===== src/hdl/assert_macros.svh =====
// Assertion macros used by the stepper controller RTL.
`ifndef ASSERT_MACROS_SVH
`define ASSERT_MACROS_SVH

// Checks that an expression holds at every clock edge outside reset.
`define SCS_ASSERT_ALWAYS(name, expr, msg) \
	name: assert property (@(posedge clk) disable iff (!arst_n) (expr)) else $error(msg);

// Checks that a condition holds in the cycle after a trigger, outside reset.
`define SCS_ASSERT_NEXT(name, trig, expr, msg) \
	name: assert property (@(posedge clk) disable iff (!arst_n) (trig) |=> (expr)) else $error(msg);

`endif


===== src/hdl/scs_pkg.sv =====
// Shared types, constants and helper functions of the serial stepper controller.
package scs_pkg;

	// Motor and command parser limits.
	localparam int PHASES     = 4;
	localparam int MAX_DIGITS = 4;
	localparam int PHASE_W    = 2;
	localparam int DIGIT_W    = 3;
	localparam int NUM_W      = 14;
	localparam int TICK_W     = 16;

	localparam logic [NUM_W-1:0] NUM_MAX       = 14'd16383;
	localparam logic [NUM_W-1:0] DELAY_RESET   = 14'd3;
	localparam logic [7:0]       ANGLE_MAX     = 8'd180;

	// Reset values of the configuration registers.
	localparam logic [7:0]        PEN_UP_RESET     = 8'd30;
	localparam logic [7:0]        PEN_DOWN_RESET   = 8'd120;
	localparam logic [TICK_W-1:0] SERVO_WAIT_RESET = 16'd1000;

	// Register indexes on the configuration port.
	localparam logic [1:0] REG_PEN_UP     = 2'd0;
	localparam logic [1:0] REG_PEN_DOWN   = 2'd1;
	localparam logic [1:0] REG_SERVO_WAIT = 2'd2;

	// Character codes of the serial protocol.
	localparam logic [7:0] CH_FWD       = 8'h74; // t
	localparam logic [7:0] CH_BACK      = 8'h61; // a
	localparam logic [7:0] CH_LEFT      = 8'h69; // i
	localparam logic [7:0] CH_RIGHT     = 8'h64; // d
	localparam logic [7:0] CH_DELAY     = 8'h76; // v
	localparam logic [7:0] CH_PEN_UP    = 8'h6C; // l
	localparam logic [7:0] CH_PEN_DOWN  = 8'h62; // b
	localparam logic [7:0] CH_CLEAR     = 8'h63; // c
	localparam logic [7:0] CH_END       = 8'h3B; // ;
	localparam logic [7:0] CH_ZERO      = 8'h30;
	localparam logic [7:0] CH_NINE      = 8'h39;
	localparam logic [7:0] CHAR_DONE    = 8'h30;
	localparam logic [7:0] CHAR_UNKNOWN = 8'h31;

	// Configuration register set.
	typedef struct packed {
		logic [7:0]        pen_up_angle;
		logic [7:0]        pen_down_angle;
		logic [TICK_W-1:0] servo_wait_ticks;
	} cfg_t;

	// Pending move or delay command.
	typedef enum logic [2:0] {
		CMD_NONE  = 3'd0,
		CMD_FWD   = 3'd1,
		CMD_BACK  = 3'd2,
		CMD_LEFT  = 3'd3,
		CMD_RIGHT = 3'd4,
		CMD_DELAY = 3'd5
	} cmd_t;

	// Controller mode.
	typedef enum logic [3:0] {
		MODE_IDLE    = 4'b0001,
		MODE_COLLECT = 4'b0010,
		MODE_MOVE    = 4'b0100,
		MODE_SERVO   = 4'b1000
	} mode_t;

	// Next phase in the forward direction.
	function automatic logic [PHASE_W-1:0] phase_up(input logic [PHASE_W-1:0] p);
		logic [PHASE_W:0] inc;
		inc = {1'b0, p} + 1'b1;
		return (inc >= (PHASE_W+1)'(PHASES)) ? '0 : inc[PHASE_W-1:0];
	endfunction

	// Next phase in the backward direction.
	function automatic logic [PHASE_W-1:0] phase_down(input logic [PHASE_W-1:0] p);
		if (p == '0 || {1'b0, p} >= (PHASE_W+1)'(PHASES)) begin
			return PHASE_W'(PHASES - 1);
		end
		return p - 1'b1;
	endfunction

	// One-hot coil pattern of a single motor nibble.
	function automatic logic [3:0] coil_mask(input logic [PHASE_W-1:0] p);
		return 4'b0001 << p;
	endfunction

endpackage


===== src/hdl/scs_regs.sv =====
// Configuration register bank with its APB-style access port.
module scs_regs
	import scs_pkg::*;
(
	input  logic        clk,
	input  logic        arst_n,
	input  logic        psel,
	input  logic        penable,
	input  logic        pwrite,
	input  logic [3:0]  paddr,
	input  logic [31:0] pwdata,
	output logic [31:0] prdata,
	output logic        pready,
	output cfg_t        cfg
);

	logic       wr_en;
	logic [1:0] reg_idx;

	assign pready  = 1'b1;
	assign reg_idx = paddr[3:2];
	assign wr_en   = psel && penable && pwrite;

	// Register writes; an address beyond the list is ignored.
	always_ff @(posedge clk or negedge arst_n) begin
		if (!arst_n) begin
			cfg.pen_up_angle     <= PEN_UP_RESET;
			cfg.pen_down_angle   <= PEN_DOWN_RESET;
			cfg.servo_wait_ticks <= SERVO_WAIT_RESET;
		end else if (wr_en) begin
			case (reg_idx)
				REG_PEN_UP:     cfg.pen_up_angle     <= pwdata[7:0];
				REG_PEN_DOWN:   cfg.pen_down_angle   <= pwdata[7:0];
				REG_SERVO_WAIT: cfg.servo_wait_ticks <= pwdata[TICK_W-1:0];
				default: ;
			endcase
		end
	end

	// Read data mux.
	always_comb begin
		case (reg_idx)
			REG_PEN_UP:     prdata = {24'd0, cfg.pen_up_angle};
			REG_PEN_DOWN:   prdata = {24'd0, cfg.pen_down_angle};
			REG_SERVO_WAIT: prdata = {16'd0, cfg.servo_wait_ticks};
			default:        prdata = '0;
		endcase
	end

endmodule


===== src/hdl/serial_command_two_axis_stepper.sv =====
// A result passes the input register, then the result register, before it is offered.
// One item per cycle unless out_ready stalls; the input register refills when the output moves.
// The command parser, step sequencer and servo wait all update in one pass between the two.
// Reset: mode idle, step delay 3, phases and coil port zero, registers at their reset values.
// No clearing pass is needed; the block takes items from the first cycle after reset.
`include "assert_macros.svh"

module serial_command_two_axis_stepper
	import scs_pkg::*;
(
	input  logic        clk,
	input  logic        arst_n,
	// Configuration port
	input  logic        psel,
	input  logic        penable,
	input  logic        pwrite,
	input  logic [3:0]  paddr,
	input  logic [31:0] pwdata,
	output logic [31:0] prdata,
	output logic        pready,
	// Input channel
	input  logic        in_valid,
	output logic        in_ready,
	input  logic        func,
	input  logic [7:0]  rx_byte,
	// Output channel
	output logic        out_valid,
	input  logic        out_ready,
	output logic [7:0]  port_value,
	output logic        port_written,
	output logic        servo_write,
	output logic [7:0]  servo_angle,
	output logic        reply_valid,
	output logic [7:0]  reply_char,
	output logic        busy_res,
	output logic        dropped
);

	typedef struct packed {
		logic [7:0] port_value;
		logic       port_written;
		logic       servo_write;
		logic [7:0] servo_angle;
		logic       reply_valid;
		logic [7:0] reply_char;
		logic       busy_res;
		logic       dropped;
	} res_t;

	cfg_t cfg;

	// Pipeline registers
	logic       valid_s1;
	logic       func_s1;
	logic [7:0] byte_s1;
	logic       valid_s2;
	res_t       res_s2;

	// Controller state
	mode_t              mode_q,      mode_n;
	cmd_t               cmd_q,       cmd_n;
	logic [DIGIT_W-1:0] digits_q,    digits_n;
	logic [NUM_W-1:0]   number_q,    number_n;
	logic [NUM_W-1:0]   steps_q,     steps_n;
	logic [TICK_W-1:0]  ticks_q,     ticks_n;
	logic [NUM_W-1:0]   delay_q,     delay_n;
	logic [PHASE_W-1:0] phase_one_q, phase_one_n;
	logic [PHASE_W-1:0] phase_two_q, phase_two_n;
	logic [7:0]         port_q,      port_n;

	logic advance;
	logic process;
	res_t res_n;

	scs_regs u_regs (
		.clk     (clk),
		.arst_n  (arst_n),
		.psel    (psel),
		.penable (penable),
		.pwrite  (pwrite),
		.paddr   (paddr),
		.pwdata  (pwdata),
		.prdata  (prdata),
		.pready  (pready),
		.cfg     (cfg)
	);

	// Handshake: the result register drains or is empty, so the pipeline moves.
	assign advance  = !valid_s2 || out_ready;
	assign process  = valid_s1 && advance;
	assign in_ready = !valid_s1 || advance;

	// Input register.
	always_ff @(posedge clk or negedge arst_n) begin
		if (!arst_n) begin
			valid_s1 <= 1'b0;
		end else if (in_ready) begin
			valid_s1 <= in_valid;
		end
	end

	always_ff @(posedge clk) begin
		if (in_ready && in_valid) begin
			func_s1 <= func;
			byte_s1 <= rx_byte;
		end
	end

	// Next-state and result logic for the item in the input register.
	always_comb begin
		logic [TICK_W-1:0]  tick_dec;
		logic [NUM_W-1:0]   steps_dec;
		logic [NUM_W+3:0]   prod;
		logic [NUM_W:0]     count;
		logic [3:0]         digit;
		logic               is_digit;
		logic               do_step;
		logic               up_one;
		logic               up_two;
		logic [7:0]         angle;
		cmd_t               new_cmd;

		mode_n      = mode_q;
		cmd_n       = cmd_q;
		digits_n    = digits_q;
		number_n    = number_q;
		steps_n     = steps_q;
		ticks_n     = ticks_q;
		delay_n     = delay_q;
		phase_one_n = phase_one_q;
		phase_two_n = phase_two_q;
		port_n      = port_q;
		res_n       = '0;
		do_step     = 1'b0;
		new_cmd     = CMD_NONE;

		tick_dec  = (ticks_q != '0) ? ticks_q - 1'b1 : '0;
		steps_dec = (steps_q != '0) ? steps_q - 1'b1 : '0;
		is_digit  = (byte_s1 >= CH_ZERO) && (byte_s1 <= CH_NINE);
		digit     = 4'(byte_s1 - CH_ZERO);
		prod      = (NUM_W+4)'(number_q) * (NUM_W+4)'(10) + (NUM_W+4)'(digit);
		count     = {1'b0, number_q} + (NUM_W+1)'(digits_q > 3'd2);
		angle     = (byte_s1 == CH_PEN_UP) ? cfg.pen_up_angle : cfg.pen_down_angle;

		if (func_s1) begin
			// Millisecond tick: time the step hold or the servo wait.
			case (mode_q)
				MODE_MOVE: begin
					ticks_n = tick_dec;
					if (tick_dec == '0) begin
						steps_n = steps_dec;
						if (steps_dec != '0) begin
							do_step = 1'b1;
						end else begin
							mode_n            = MODE_IDLE;
							cmd_n             = CMD_NONE;
							res_n.reply_valid = 1'b1;
							res_n.reply_char  = CHAR_DONE;
						end
					end
				end
				MODE_SERVO: begin
					ticks_n = tick_dec;
					if (tick_dec == '0) begin
						mode_n             = MODE_IDLE;
						port_n             = '0;
						res_n.port_written = 1'b1;
						res_n.reply_valid  = 1'b1;
						res_n.reply_char   = CHAR_DONE;
					end
				end
				default: ;
			endcase
		end else if (mode_q == MODE_MOVE || mode_q == MODE_SERVO) begin
			res_n.dropped = 1'b1;
		end else if (mode_q == MODE_COLLECT) begin
			// Collect decimal digits up to the terminator.
			if (is_digit) begin
				if (digits_q < DIGIT_W'(MAX_DIGITS)) begin
					number_n = (prod > (NUM_W+4)'(NUM_MAX)) ? NUM_MAX : prod[NUM_W-1:0];
					digits_n = digits_q + 1'b1;
				end
			end else if (byte_s1 == CH_END) begin
				digits_n = '0;
				number_n = '0;
				if (count > (NUM_W+1)'(NUM_MAX)) begin
					count = (NUM_W+1)'(NUM_MAX);
				end
				if (cmd_q == CMD_DELAY) begin
					delay_n           = count[NUM_W-1:0];
					mode_n            = MODE_IDLE;
					cmd_n             = CMD_NONE;
					res_n.reply_valid = 1'b1;
					res_n.reply_char  = CHAR_DONE;
				end else if (count == '0) begin
					mode_n            = MODE_IDLE;
					cmd_n             = CMD_NONE;
					res_n.reply_valid = 1'b1;
					res_n.reply_char  = CHAR_DONE;
				end else begin
					steps_n = count[NUM_W-1:0];
					mode_n  = MODE_MOVE;
					do_step = 1'b1;
				end
			end
		end else begin
			// Idle: decode a command byte.
			case (byte_s1)
				CH_FWD:   new_cmd = CMD_FWD;
				CH_BACK:  new_cmd = CMD_BACK;
				CH_LEFT:  new_cmd = CMD_LEFT;
				CH_RIGHT: new_cmd = CMD_RIGHT;
				CH_DELAY: new_cmd = CMD_DELAY;
				default:  new_cmd = CMD_NONE;
			endcase
			if (new_cmd != CMD_NONE) begin
				cmd_n    = new_cmd;
				digits_n = '0;
				number_n = '0;
				mode_n   = MODE_COLLECT;
			end else if (byte_s1 == CH_PEN_UP || byte_s1 == CH_PEN_DOWN) begin
				res_n.servo_write = 1'b1;
				res_n.servo_angle = (angle > ANGLE_MAX) ? ANGLE_MAX : angle;
				ticks_n           = cfg.servo_wait_ticks;
				if (cfg.servo_wait_ticks == '0) begin
					port_n             = '0;
					res_n.port_written = 1'b1;
					res_n.reply_valid  = 1'b1;
					res_n.reply_char   = CHAR_DONE;
				end else begin
					mode_n = MODE_SERVO;
				end
			end else begin
				port_n             = '0;
				res_n.port_written = 1'b1;
				res_n.reply_valid  = 1'b1;
				res_n.reply_char   = (byte_s1 == CH_CLEAR) ? CHAR_DONE : CHAR_UNKNOWN;
			end
		end

		// Drive one step pattern, load the hold time, advance both phases.
		if (do_step) begin
			up_one             = (cmd_q == CMD_FWD) || (cmd_q == CMD_LEFT);
			up_two             = (cmd_q == CMD_FWD) || (cmd_q == CMD_RIGHT);
			port_n             = {coil_mask(phase_two_q), coil_mask(phase_one_q)};
			ticks_n            = (delay_q == '0) ? TICK_W'(1) : TICK_W'(delay_q);
			phase_one_n        = up_one ? phase_up(phase_one_q) : phase_down(phase_one_q);
			phase_two_n        = up_two ? phase_up(phase_two_q) : phase_down(phase_two_q);
			res_n.port_written = 1'b1;
		end else begin
			up_one = 1'b0;
			up_two = 1'b0;
		end

		res_n.port_value = port_n;
		res_n.busy_res   = (mode_n == MODE_MOVE) || (mode_n == MODE_SERVO);
	end

	// State registers.
	always_ff @(posedge clk or negedge arst_n) begin
		if (!arst_n) begin
			mode_q      <= MODE_IDLE;
			cmd_q       <= CMD_NONE;
			digits_q    <= '0;
			number_q    <= '0;
			steps_q     <= '0;
			ticks_q     <= '0;
			delay_q     <= DELAY_RESET;
			phase_one_q <= '0;
			phase_two_q <= '0;
			port_q      <= '0;
		end else if (process) begin
			mode_q      <= mode_n;
			cmd_q       <= cmd_n;
			digits_q    <= digits_n;
			number_q    <= number_n;
			steps_q     <= steps_n;
			ticks_q     <= ticks_n;
			delay_q     <= delay_n;
			phase_one_q <= phase_one_n;
			phase_two_q <= phase_two_n;
			port_q      <= port_n;
		end
	end

	// Result register.
	always_ff @(posedge clk or negedge arst_n) begin
		if (!arst_n) begin
			valid_s2 <= 1'b0;
		end else if (advance) begin
			valid_s2 <= valid_s1;
		end
	end

	always_ff @(posedge clk) begin
		if (process) begin
			res_s2 <= res_n;
		end
	end

	assign out_valid    = valid_s2;
	assign port_value   = res_s2.port_value;
	assign port_written = res_s2.port_written;
	assign servo_write  = res_s2.servo_write;
	assign servo_angle  = res_s2.servo_angle;
	assign reply_valid  = res_s2.reply_valid;
	assign reply_char   = res_s2.reply_char;
	assign busy_res     = res_s2.busy_res;
	assign dropped      = res_s2.dropped;

	// While moving, each motor nibble drives exactly one coil.
	`SCS_ASSERT_ALWAYS(a_move_one_coil, mode_q != MODE_MOVE || ($onehot(port_q[3:0]) && $onehot(port_q[7:4])), "move without one-hot coil drive")

	// A dropped byte only happens while the block stays busy.
	`SCS_ASSERT_ALWAYS(a_drop_busy, !(valid_s2 && res_s2.dropped) || res_s2.busy_res, "byte dropped while not busy")

	// A servo transfer never carries an angle above the servo range.
	`SCS_ASSERT_ALWAYS(a_servo_range, !(valid_s2 && res_s2.servo_write) || res_s2.servo_angle <= ANGLE_MAX, "servo angle out of range")

	// A held item stays in the input register until the result side moves.
	`SCS_ASSERT_NEXT(a_hold_s1, valid_s1 && !advance, valid_s1 && $stable(byte_s1) && $stable(func_s1), "input register lost a held item")

endmodule


===== config.mk =====
export PLATFORM = sky130hd
export DESIGN_NAME = serial_command_two_axis_stepper
export DESIGN_NICKNAME = d
export VERILOG_FILES = /design/src/hdl/scs_pkg.sv /design/src/hdl/scs_regs.sv /design/src/hdl/serial_command_two_axis_stepper.sv
export VERILOG_INCLUDE_DIRS = /design/src /design/src/hdl
export SDC_FILE = /design/constraint.sdc
export NUM_CORES = 1
export LEC_CHECK = 0
export BUFFER_PORTS_ARGS = -buffer_cell sky130_fd_sc_hd__buf_2
export CELL_PAD_IN_SITES_DETAIL_PLACEMENT = 0
export CELL_PAD_IN_SITES_GLOBAL_PLACEMENT = 2
export CORE_MARGIN = 2
export CORE_UTILIZATION = 35
export CTS_BUF_LIST = sky130_fd_sc_hd__clkbuf_8
export DETAILED_ROUTE_END_ITERATION = 8
export PLACE_DENSITY_LB_ADDON = 0.1
export SLEW_MARGIN = 30
export SYNTH_ARGS = -nofsm -noshare
export SYNTH_HDL_FRONTEND = slang
export SYNTH_HIERARCHICAL = 1
export SYNTH_SLANG_ARGS = --single-unit

===== constraint.sdc =====
create_clock -name clk -period 3.8 [get_ports clk]
set_clock_uncertainty 0.05 [all_clocks]
set_input_delay 0.38 -clock clk [delete_from_list [all_inputs] [get_ports clk]]
set_output_delay 0.38 -clock clk [all_outputs]
set_load 0.005 [all_outputs]

== Yosys cells after proc, flatten, opt, wreduce, memory -nomap -nowiden ==
Cells that the tools add are included.

* Memories: 0
* Bits in read-only memories: 0
* Bits in latches: 0
* Bits in registers: 152
* Output and inout port bits: 64
* Bits in writable memories: 0
* Input port bits: 52
* Logic and storage cells: 253

* Div/mod/pow operators: 0
* Muxes and demuxes: 122
* Multipliers: 1
* Reduce and logical (&&, ||, !) cells: 43
* Bitwise operators: 4
* $lt $le $gt $ge: 9
* Shift-type cells: 2
* Eq/ne operators: 36
* $add $sub $neg: 10

{| class="wikitable"
|+ Operators with widths
! kind !! count
|-
| $mux 14 || 17
|-
| $mux 16 || 8
|-
| $mux 9 || 12
|-
| $mux 15 || 6
|-
| $mux 8 || 11
|-
| $eq 8x7->1 const B || 8
|-
| $mux 3 || 21
|-
| $pmux 16 s3 || 1
|-
| $mux 4 || 11
|-
| $mux 19 || 2
|-
| $logic_not 16->1 || 2
|-
| $reduce_bool 14->1 || 2
|-
| $mux 1 || 21
|-
| $ne 3x2->1 const B || 7
|-
| $add 18x4->18 || 1
|-
| $gt 18x14->1 const B || 1
|-
| $pmux 9 s2 || 1
|-
| $reduce_and 9->1 || 2
|-
| $mul 14x3->17 const B || 1
|-
| $mux 2 || 8
|-
| $reduce_bool 16->1 || 1
|-
| $sub 16x1->16 const B || 1
|-
| $add 14x1->15 || 1
|-
| $gt 15x14->1 const B || 1
|-
| other kinds (44) || 80
|}

== Longest topological paths before layout ==
Gate-level depths: netlist of run 1.

* Word-level depth: 20
* Gate-level depth with buffers: 17

== By module ==
Netlist of run 1, hierarchy kept.

{| class="wikitable"
|+ By module, submodules not included
! module !! area each (um^2) !! seq. area each (um^2) !! instances !! cells each
|-
| serial_command_two_axis_stepper || 7967.6 || 2986.6 || 1 || 855
|-
| scs_regs || 1599.0 || 818.3 || 1 || 125
|}

== Worst setup path after synthesis of run 1 ==
OpenSTA, ideal clock, no wires.

* Path type: reg2reg
* Start: register digits_q[0]
* End: register ticks_q[10]
* Path slack: 0.021 ns
* Period minus slack after synthesis: 3.779 ns
* Path buffers: 2
* Required time: 3.625 ns
* Cell stages (with the launch flop): 17
* Data arrival time: 3.604 ns
* Cell sequence: dfrtp_1 inv_1 ha_1 inv_1 a21o_1 ha_1 ha_1 and4_1 clkbuf_1 nand2_1 o311ai_0 a211oi_1 a311oi_1 nand2_1 a31oi_4 buf_4 mux2_2

* Word-level cells in the longest chain between the ends: 19
* Elaborated cells between the ends (all ways): 24
* Classes of those cells: add/sub (1); order compare (2); eq/ne (4); mux (14); reduce/logical (3)

{| class="wikitable"
|+ Ends and longest elaborated chain
! element !! RTL line !! RTL
|-
| start: declaration || serial_command_two_axis_stepper.sv:62 || <nowiki>logic [DIGIT_W-1:0] digits_q, digits_n;</nowiki>
|-
| start signal: assignment || serial_command_two_axis_stepper.sv:275 || <nowiki>digits_q <= digits_n;</nowiki>
|-
| $gt 3x2->1 * || serial_command_two_axis_stepper.sv:142 || <nowiki>count = {1'b0, number_q} + (NUM_W+1)'(digits_q > 3'd2);</nowiki>
|-
| $add 14x1->15 * || serial_command_two_axis_stepper.sv:142 ||
|-
| $gt 15x14->1 || serial_command_two_axis_stepper.sv:186 || <nowiki>if (count > (NUM_W+1)'(NUM_MAX)) begin</nowiki>
|-
| $mux 15 * || serial_command_two_axis_stepper.sv:186 ||
|-
| $mux 15 * || serial_command_two_axis_stepper.sv:183 || <nowiki>end else if (byte_s1 == CH_END) begin</nowiki>
|-
| $mux 15 * || serial_command_two_axis_stepper.sv:178 || <nowiki>if (is_digit) begin</nowiki>
|-
| $mux 15 * || serial_command_two_axis_stepper.sv:176 || <nowiki>end else if (mode_q == MODE_COLLECT) begin</nowiki>
|-
| $mux 15 * || serial_command_two_axis_stepper.sv:174 || <nowiki>end else if (mode_q == MODE_MOVE || mode_q == MODE_SERVO) begin</nowiki>
|-
| [... 3 more ...] || n/a ||
|-
| $mux 1 * || serial_command_two_axis_stepper.sv:189 || <nowiki>if (cmd_q == CMD_DELAY) begin</nowiki>
|-
| $mux 1 * || serial_command_two_axis_stepper.sv:183 ||
|-
| $mux 1 * || serial_command_two_axis_stepper.sv:178 ||
|-
| $mux 1 * || serial_command_two_axis_stepper.sv:176 ||
|-
| $mux 1 * || serial_command_two_axis_stepper.sv:174 ||
|-
| $mux 1 * || serial_command_two_axis_stepper.sv:145 || <nowiki>if (func_s1) begin</nowiki>
|-
| $ne 3x2->1 (no line) / $reduce_bool 3->1 (equally long branches) || n/a ||
|-
| $reduce_and 6->1 (no line) || n/a ||
|-
| end signal: assignment || serial_command_two_axis_stepper.sv:278 || <nowiki>ticks_q <= ticks_n;</nowiki>
|-
| end: declaration || serial_command_two_axis_stepper.sv:65 || <nowiki>logic [TICK_W-1:0] ticks_q, ticks_n;</nowiki>
|}

Every way passes the cells marked *; elsewhere a longest branch is shown, timed or not. The select of a mux whose other input is x is not followed.
A chain may end at the register's enable or synchronous reset.

== Worst setup path after layout of run 1 ==
* Start: register digits_q[0]
* End: register ticks_q[5]

Same word-level chain as after synthesis.

==> results of run 1 <==
-- layer usage --
layer  vias up  track usage (%)  share of wire, %
met2       140             31.3                47
met4         0             4.35              0.97
li1       3828                -                 -
met3        14             3.19               3.2
met5         -                0                 0
met1      3796             26.6                49
-- where the power goes --
part	leakage (nW)	internal [mW]	switching [mW]	total (mW)
logic	2.97	0.677	0.827	1.50
registers	1.75	1.82	0.242	2.06
clock network	0.203	0.605	0.695	1.30
total	4.92	3.10	1.76	4.86
-- stage by stage --
| stage | hold slack (ns) | power (mW) |
|---|---|---|
| 4_1_cts | 0.0193 | 4.91 |
| 3_5_place_dp | 0.415 | 3.58 |
| 3_3_place_gp | 0.410 | 3.58 |
| 5_1_grt | 0.0133 | 5.21 |
| 6_report | 0.0567 | 4.86 |
| 2_1_floorplan | 0.0344 | 3.03 |
-- logic make-up after synthesis --
kind of cell | share of synthesized area (%)
DFF | 39.8
adders and majority gates | 5.78
xor gates and xnor gates | 3.11
other | 0.118
and+or+nand+nor | 18.5
AOI/OAI and AO/OA | 17.6
muxes | 9.68
buffers and inverters | 5.49
-- worst paths after layout --
| kind | cells after the start | endpoint | slack [ns] |
|---|---|---|---|
| hold / removal | 1 | byte_s1[4] | 0.06 |
| hold reg to reg | 2 | delay_q[0] | 0.44 |
| setup / recovery | 16 | ticks_q[5] | 0.17 |
| max in group asynchronous | 3 | mode_q[0] | 2.40 |
| setup reg to reg | 16 | ticks_q[5] | 0.17 |
| min in group asynchronous | 2 | u_regs/cfg[4] | 0.45 |
-- flip-flops by register name, indices dropped and copies added, names as in the netlist, 2 cells and up --
signal	count
u_regs/cfg	32
delay_q	14
phase_two_q	2
byte_s1	8
mode_q	4
number_q	14
steps_q	14
port_q	8
ticks_q	16
servo_angle	8
cmd_q	3
digits_q	3
phase_one_q	2
port_value	8
reply_char	2
-- final cells by class --
cell class | instances | area share [%]
repair buffers | 142 | 8.63
well taps | 341 | 3.84
multi-input cells | 751 | 48.6
clock buffers | 17 | 2.11
inverters | 32 | 1.08
clock inverters | 15 | 1.53
flip-flops and latches | 145 | 34.2
-- synth_stat cells, drive strengths merged, types with 11 or more instances --
library cell  number  area share, %
xor2              14            1.3
dfrtp             97             25
nand3             30            1.6
ha                41            5.4
dfstp             17            4.7
nor2              76            3.0
nor4              19            1.4
mux2              60            7.1
nand2b            12           0.78
a221o             13            1.4
a31oi             11           0.88
a22o              18            1.6
a21oi             41            2.1
clkbuf            31            1.2
buf               40            3.0
mux2i             25            2.6
nor3              23            1.3
edfxtp            31            9.7
o21ai             61            3.2
nand2             71            2.8
and2              15           0.98
xnor2             20            1.8
inv               31            1.2
-- timing repair --
item                       in CTS  in global routing
hold buffers                    1                  0
pin swaps                       0                  5
hold endpoints to repair       44                  0
cloned                          0                  2
resized for setup               2                 16
buffers inserted                0                  3
setup endpoints to repair      27                 55
==> qor.yml, run 1 <==
outcome:
  status: "complete, no violations"
finish:
  final_cell_mix: "dfrtp_1 (97), nor2_1 (76), buf_2 (74)"
  layout-drive-gt1-share_pct: 26.0
  post-route-util_pct: 41.4
  design.final.nets: 1184
  seqCellArea_um2: 3800
  fin_cells: 1443
  multi_input_area_um2: 5400
  final_common_cell: "dfrtp_1"
  nFillCells: 2709
  antenna_cells: 0
  area_delta_synth_final_pct: 16.2
  design_area_um2: 11100
place:
  dp_cells: 1405
  routabilityCongestion: 0.803
  place_hpwl_um: 20000
  place_ws_ns: -0.0407
  portBuffers: 75
  place_area_um2: 10500
timing:
  worstMarginPinSlew_ns: 0.781
  fmax_mhz: 275
  finalHoldViolCount: 0
  min_period_ns: 3.63
  fin_ws_ns: 0.166
  drv_slew: 0
  setup_violations: 0
  max_slew_margin_pct: 47.7
  final.setup.tns_ns: 0
  fin_crit_sh_pct: 95.6
clocking:
  cts_made_buffers: 17
  clk_latency_ns: 0.46
  cts_tree: "built"
  root_buffer: "clkbuf_8"
  cts.sinks: 145
  htree_num_levels: 4
  cts.path.max_buffers: 2
  cts.clk_slew.worst_paths_ns: 0.09
setup_path:
  crit_path_top_delay_cell: "a311o_1"
  worstSetupPathType: "flip-flop to flip-flop"
  critPathLaunchType: "flip-flop"
  startpoint: "digits_q[0]"
  cp_cell_sequence: "inv_1 > ha_1 > inv_1 > a21o_1 > ha_4 > ha_4 > and4_4 > buf_6 > and2_4 > nand4_1 > mux2i_2 > a311o_1 > o22ai_4 > clkbuf_16 > mux2_2 > mux2_2"
  critPathMaxStageDelay_ns: 0.44
  crit_path_max_fanout: 6
  critPathCaptureType: "flip-flop"
  cp.required_ns: 4.08
  crit_buf_inv: 4
  regToRegStartpoint: "digits_q[0]"
  cp_top_family: "compound AO/OA/AOI/OAI gates"
  critPathArrivalTime_ns: 3.92
synth:
  synth_warnings: 6
  synth_ff_type: "dfrtp_1"
  syn_area_um2: 9570
  synth_cells: 980
  ys_seq_elements: 145
  ys_seq_area_share_pct: 39.8
  synth_edf_count: 31
  synthArstFlopShare_pct: 78.6
  ys_types: 85
  avgSynthCellArea_um2: 9.76
global_route:
  overflow: 0
  grt_pass1_vias: 7588
  antenna_found_initial: 0
  grt_usage_pct: 19.1
  grt_max_degree: 66
  grt_pass1_wl_um: 42900
die:
  die-area_um2: 28700
  num_rows: 60
  num_io_pins: 116
  coreArea_um2: 26900
  die_w_um: 169
  die_h_um: 169
  start_util_pct: 35.6
worst_hold_path:
  min_path_type: "primary input to flip-flop"
  hold_path.startpoint: "rx_byte[4]"
power_and_ir_drop:
  p_leak_nw: 4.92
  powerDensity_nw_per_um2: 438
  peakVddDrop_uv: 215
drt:
  drt_iter0_markers: 585
  avgRoutedWirePerCell_um: 18.9
  detail_route.first_pass.iterations: 4
  drc_errors: 0
  ant_nets: 0
  vias: 7778
  drt-total-wl_um: 27200
  viasPerCell: 5.39
job:
  drv_cap: 0
Power figures use the tool's default switching activity.
==> run 2, diff against run 1 <==
--- a/config.mk
+++ b/config.mk
@@ -13,6 +13,7 @@
 export CORE_UTILIZATION = 35
 export CTS_BUF_LIST = sky130_fd_sc_hd__clkbuf_8
 export DETAILED_ROUTE_END_ITERATION = 8
+export GPL_TIMING_DRIVEN = 0
 export PLACE_DENSITY_LB_ADDON = 0.1
 export SLEW_MARGIN = 30
 export SYNTH_ARGS = -nofsm -noshare
==> constraint.sdc (replaced) <==
create_clock -name clk -period 3.15 [get_ports clk]
set_clock_uncertainty 0.05 [all_clocks]
set_input_delay 0.315 -clock clk [delete_from_list [all_inputs] [get_ports clk]]
set_output_delay 0.315 -clock clk [all_outputs]
set_load 0.005 [all_outputs]
==> run 2 against run 1 <==
- non-clock buffer count up 86
- combinational power up 45%
- the run now ends with negative setup slack left
- via count is 6.3% higher
- largest power group unchanged
- register-to-register slack worse by 0.60 ns
- critical endpoint is now ticks_q[9]
- clock power grew 21%
==> qor.yml, run 2 (synthesized netlist as in run 1, its figures left out) <==
finish:
  top_register: "u_regs/cfg"
  final_common_cell: "dfrtp_1"
  final_cell_mix: "dfrtp_1 (87), buf_4 (80), buf_2 (78)"
  reg_top3: "u_regs/cfg: 32 flops, ticks_q: 16 flops"
  antenna_cells: 0
  area_delta_synth_final_pct: 31.2
  largest_reg_flops: 32
  nFillCells: 2611
  design.final.nets: 1271
  layout-drive-gt1-share_pct: 35.6
drt:
  drt_iter0_markers: 631
  detail_route.first_pass.iterations: 5
  drt-total-wl_um: 29900
  vias: 8271
  avgRoutedWirePerCell_um: 19.5
  ant_nets: 0
  drc_errors: 0
  viasPerCell: 5.41
global_route:
  grt_pass1_vias: 8200
  overflow: 0
  grt_usage_pct: 21.1
  grt_pass1_wl_um: 47500
  antenna_found_initial: 0
  grt_max_degree: 71
die:
  coreArea_um2: 26900
  num_io_pins: 116
  die_w_um: 169
  num_rows: 60
  start_util_pct: 35.6
  die-area_um2: 28700
  die_h_um: 169
worst_hold_path:
  min_path_type: "primary input to flip-flop"
clocking:
  clk_latency_ns: 0.47
  cts.clk_slew.worst_paths_ns: 0.10
  cts_tree: "built"
  htree_num_levels: 4
  cts_made_buffers: 17
  cts.path.max_buffers: 2
  cts.sinks: 145
  root_buffer: "clkbuf_8"
place:
  place_hpwl_um: 20900
  place_ws_ns: -0.922
  routabilityCongestion: 0.810
  portBuffers: 75
outcome:
  violations: "negative setup slack"
  status: "finished, violations left"
job:
  drv_cap: 0
setup_path:
  cp.required_ns: 3.45
  critPathMaxStageDelay_ns: 0.60
  crit_path_max_fanout: 5
  crit_path_top_delay_cell: "or4b_4"
  critPathCaptureType: "flip-flop"
  critPathLaunchType: "flip-flop"
  worstSetupPathType: "flip-flop to flip-flop"
  critPathArrivalTime_ns: 3.89
  cp_cell_sequence: "inv_2 > ha_4 > or4b_4 > buf_8 > nor4b_4 > o21bai_4 > a21oi_2 > or4b_4 > o22ai_4 > buf_6 > buf_12 > mux2_4 > mux2_4"
timing:
  final.setup.tns_ns: -18.50
  max_slew_margin_pct: 46.6
  rsz0062_at_grt: "yes"
  fmax_mhz: 279
  setup_violations: 69
  fin_crit_sh_pct: 114
  fin_ws_ns: -0.436
  drv_slew: 0
  min_period_ns: 3.59
  worstMarginPinSlew_ns: 0.796
  finalHoldViolCount: 0
power_and_ir_drop:
  powerDensity_nw_per_um2: 497
  peakVddDrop_uv: 234
  p_leak_nw: 5.42
run 2: critical path: cells and delay by family (launching register included):
| family | cells | cell delay, ns |
|---|---|---|
| AND/OR/NAND/NOR | 3 | 1.40 |
| multiplexers | 2 | 0.54 |
| buffers and inverters | 4 | 0.50 |
| adder cells (fa/ha/maj) | 1 | 0.13 |
| AO/OA/AOI/OAI | 3 | 0.44 |
| flip-flops | 1 | 0.41 |
run 2: cell type report:
cell class,count,area [um2],share of cell area [%]
repair buffers,164,1230,9.81
plain buffers,64,479,3.82
flip-flops and latches,145,3820,30.4
multi-input cells,752,6070,48.4
clock buffers,17,234,1.86
well taps,341,427,3.40
clock inverters,15,166,1.33
inverters,32,120,0.957
run 2: layer usage:
metal | vias up | track usage, % | wire length, um | part of all wire [%]
met4 | 0 | 4.16 | 351 | 1.2
met1 | 4088 | 29.7 | 14300 | 48
met3 | 25 | 3.19 | 815 | 2.7
li1 | 4022 | - | - | -
met5 | - | 0 | 0 | 0
met2 | 136 | 34.8 | 14400 | 48
run 2: stage by stage:
step	cell area, um2	std cells	util, %	power [mW]	hold slack [ns]
6_report	12500	1530	46.7	6.23	0.0277
3_5_place_dp	10700	1417	39.9	4.29	0.190
5_1_grt	12500	1530	46.7	6.63	0.00596
2_1_floorplan	9850	999	-	3.71	-0.0306
3_3_place_gp	10700	1415	39.7	4.28	0.417
4_1_cts	12200	1519	45.6	6.13	0.00509
run 2: worst paths after layout:
path	slack [ns]	from	endpoint	cells past startpoint
worst min register to register	0.44	delay_q[0]	delay_q[0]	2
worst max-delay path	-0.44	ticks_q[1]	ticks_q[9]	13
min in group asynchronous	0.26	arst_n	u_regs/cfg[17]	2
max in group asynchronous	2.05	arst_n	number_q[8]	3
worst min-delay path	0.03	pwdata[14]	u_regs/cfg[14]	2
worst max register to register	-0.44	ticks_q[1]	ticks_q[9]	13
run 2: what timing repair did:
action | 4_1_cts | 5_1_grt
hold endpoints to repair | 54 | 0
pin swaps | 42 | 35
gates resized for setup | 116 | 60
setup buffers | 56 | 21
cloned | 5 | 0
hold buffers | 11 | 0
endpoints found under the setup margin | 72 | 88
run 2: where the power goes:
group	total, mW	internal [mW]	switching (mW)
logic	2.17	1.02	1.16
registers	2.49	2.19	0.297
clock network	1.57	0.666	0.900
total	6.23	3.88	2.35
==> run 3, diff against run 2 <==
--- a/config.mk
+++ b/config.mk
@@ -14,8 +14,7 @@
 export CTS_BUF_LIST = sky130_fd_sc_hd__clkbuf_8
 export DETAILED_ROUTE_END_ITERATION = 8
 export GPL_TIMING_DRIVEN = 0
-export PLACE_DENSITY_LB_ADDON = 0.1
-export SLEW_MARGIN = 30
+export PLACE_DENSITY = 0.8
 export SYNTH_ARGS = -nofsm -noshare
 export SYNTH_HDL_FRONTEND = slang
 export SYNTH_HIERARCHICAL = 1
==> constraint.sdc (replaced) <==
create_clock -name clk -period 3.15 [get_ports clk]
set_clock_uncertainty 0.05 [all_clocks]
set_input_delay 0.4725 -clock clk [delete_from_list [all_inputs] [get_ports clk]]
set_output_delay 0.4725 -clock clk [all_outputs]
set_load 0.005 [all_outputs]
==> run 3 against run 2 <==
- the flow still finishes with violations (negative setup slack)
- final cell count fell by 1.8%
- die area stayed put
- routed wire length decreased by 5.3%
- design area is 2.0% lower
- largest cell class unchanged
- hold slack improved by 0.11 ns
- total power increased by 0.97%
- critical endpoint is now steps_q[13]
- core utilization fell by 0.93 points
- non-clock buffer count down 27
- sequential power about the same
- combinational power barely moved
==> qor.yml, run 3 (synthesized netlist as in run 1, its figures left out) <==
finish:
  design.final.nets: 1244
  largest_reg_flops: 32
  top_register: "u_regs/cfg"
  nFillCells: 2571
  final_common_cell: "dfrtp_1"
  final_cell_mix: "dfrtp_1 (86), buf_2 (78), buf_4 (78)"
  layout-drive-gt1-share_pct: 35.1
  area_delta_synth_final_pct: 28.6
  reg_top3: "u_regs/cfg: 32 flops, ticks_q: 16 flops"
  antenna_cells: 0
  post-route-util_pct: 45.8
drt:
  drt-total-wl_um: 28300
  avgRoutedWirePerCell_um: 18.8
  drt_iter0_markers: 523
  viasPerCell: 5.43
  ant_nets: 0
  vias: 8162
  drc_errors: 0
  detail_route.first_pass.iterations: 5
setup_path:
  critPathCaptureType: "flip-flop"
  cp.required_ns: 3.43
  worstSetupPathType: "flip-flop to flip-flop"
  critPathLaunchType: "flip-flop"
  critPathArrivalTime_ns: 3.82
  crit_path_max_fanout: 6
clocking:
  cts.sinks: 145
  cts.clk_slew.worst_paths_ns: 0.09
  root_buffer: "clkbuf_8"
  cts_made_buffers: 17
  clk_latency_ns: 0.47
  cts.path.max_buffers: 2
  htree_num_levels: 4
  cts_tree: "built"
global_route:
  grt_max_degree: 83
  grt_pass1_wl_um: 44700
  grt_usage_pct: 19.8
  antenna_found_initial: 0
  grt_pass1_vias: 8027
  overflow: 0
power_and_ir_drop:
  p_leak_nw: 5.26
  total_power_mw: 6.29
  powerDensity_nw_per_um2: 512
  peakVddDrop_uv: 243
timing:
  finalHoldViolCount: 0
  min_period_ns: 3.54
  fin_ws_ns: -0.392
  fmax_mhz: 282
  final.setup.tns_ns: -18.91
  fin_crit_sh_pct: 112
  setup_violations: 67
  hold_ws_ns: 0.138
  max_slew_margin_pct: 47.4
  worstMarginPinSlew_ns: 0.784
  drv_slew: 0
  rsz0062_at_grt: "yes"
die:
  num_io_pins: 116
  coreArea_um2: 26900
  die-area_um2: 28700
  die_h_um: 169
  start_util_pct: 35.6
  num_rows: 60
  die_w_um: 169
place:
  place_hpwl_um: 20100
  routabilityCongestion: 0.884
  portBuffers: 75
outcome:
  status: "finished, violations left"
  violations: "negative setup slack"
job:
  drv_cap: 0
worst_hold_path:
  min_path_type: "primary input to flip-flop"
## run 3: cell types whose count changed in the layout (fill, tap and decap cells not counted), moves of 3 or more
cell and delta:
dlygate4sd3_1 -10, buf_6 -9, buf_8 -6, ha_4 +5, o21ai_2 +5, ha_1 -4
inv_8 -4, o21ai_0 -4, nand3_1 +3, nand3_2 -3, o22ai_1 +3, o22ai_2 -3
## run 3: what timing repair did
action,4_1_cts,5_1_grt
hold buffers,1,0
endpoints found under the hold margin,23,0
setup endpoints to repair,73,89
pin swaps,29,38
gates resized for setup,91,74
gates cloned,2,2
buffers inserted,45,13
## run 3: path summary, 6_finish.rpt
| path | start | to | slack, ns | cells after the start |
|---|---|---|---|---|
| max in group asynchronous | arst_n | mode_q[0] | 1.80 | 3 |
| worst min-delay path | rx_byte[1] | byte_s1[1] | 0.14 | 1 |
| min in group asynchronous | arst_n | delay_q[4] | 0.43 | 2 |
| worst max register to register | digits_q[0] | steps_q[13] | -0.39 | 16 |
| worst min register to register | delay_q[0] | delay_q[0] | 0.44 | 2 |
| worst max-delay path | digits_q[0] | steps_q[13] | -0.39 | 16 |
## run 3: worst max-delay path, cell delays in order (launching register included)
cell and delay [ns]:
dfrtp_1 0.35, inv_1 0.05, ha_2 0.17, inv_2 0.04, a21o_1 0.14, ha_4 0.16, ha_4 0.12, and4_4 0.23
buf_8 0.12, and2_4 0.17, nand4_1 0.17, mux2i_4 0.29, a311o_1 0.35, buf_4 0.15, a221o_1 0.34, buf_6 0.16
a2111o_1 0.36
## run 3: layer usage
layer,track usage (%),vias up,part of all wire (%)
li1,-,3968,-
met2,31.8,196,47
met1,27.1,3956,47
met3,2.73,42,3.7
met4,7.66,0,2.4
met5,0,-,0
## run 3: area by class of cell
class / count / area [um2] / share of cell area, %
multi-input combinational: 752 / 6120 / 49.8
tap: 341 / 427 / 3.47
clock buffer: 18 / 248 / 2.01
buffer: 65 / 490 / 3.99
sequential: 145 / 3820 / 31.1
inverter: 32 / 120 / 0.977
clock inverter: 14 / 180 / 1.47
timing repair buffer: 136 / 891 / 7.24
## run 3: stage by stage
step / cells / worst slack, ns / area (um2)
after CTS: 1493 / -0.363 / 11900
final: 1503 / -0.392 / 12300
after global placement: 1415 / -0.815 / 10700
after global routing: 1503 / -0.512 / 12300
after detailed placement: 1416 / -0.830 / 10700
after floorplan: 999 / -0.213 / 9850
## run 3: report_power, final
| part | internal, mW | switching (mW) | total, mW |
|---|---|---|---|
| clock | 0.817 | 0.794 | 1.61 |
| combinational | 1.01 | 1.16 | 2.17 |
| sequential | 2.20 | 0.311 | 2.51 |
| total | 4.03 | 2.26 | 6.29 |
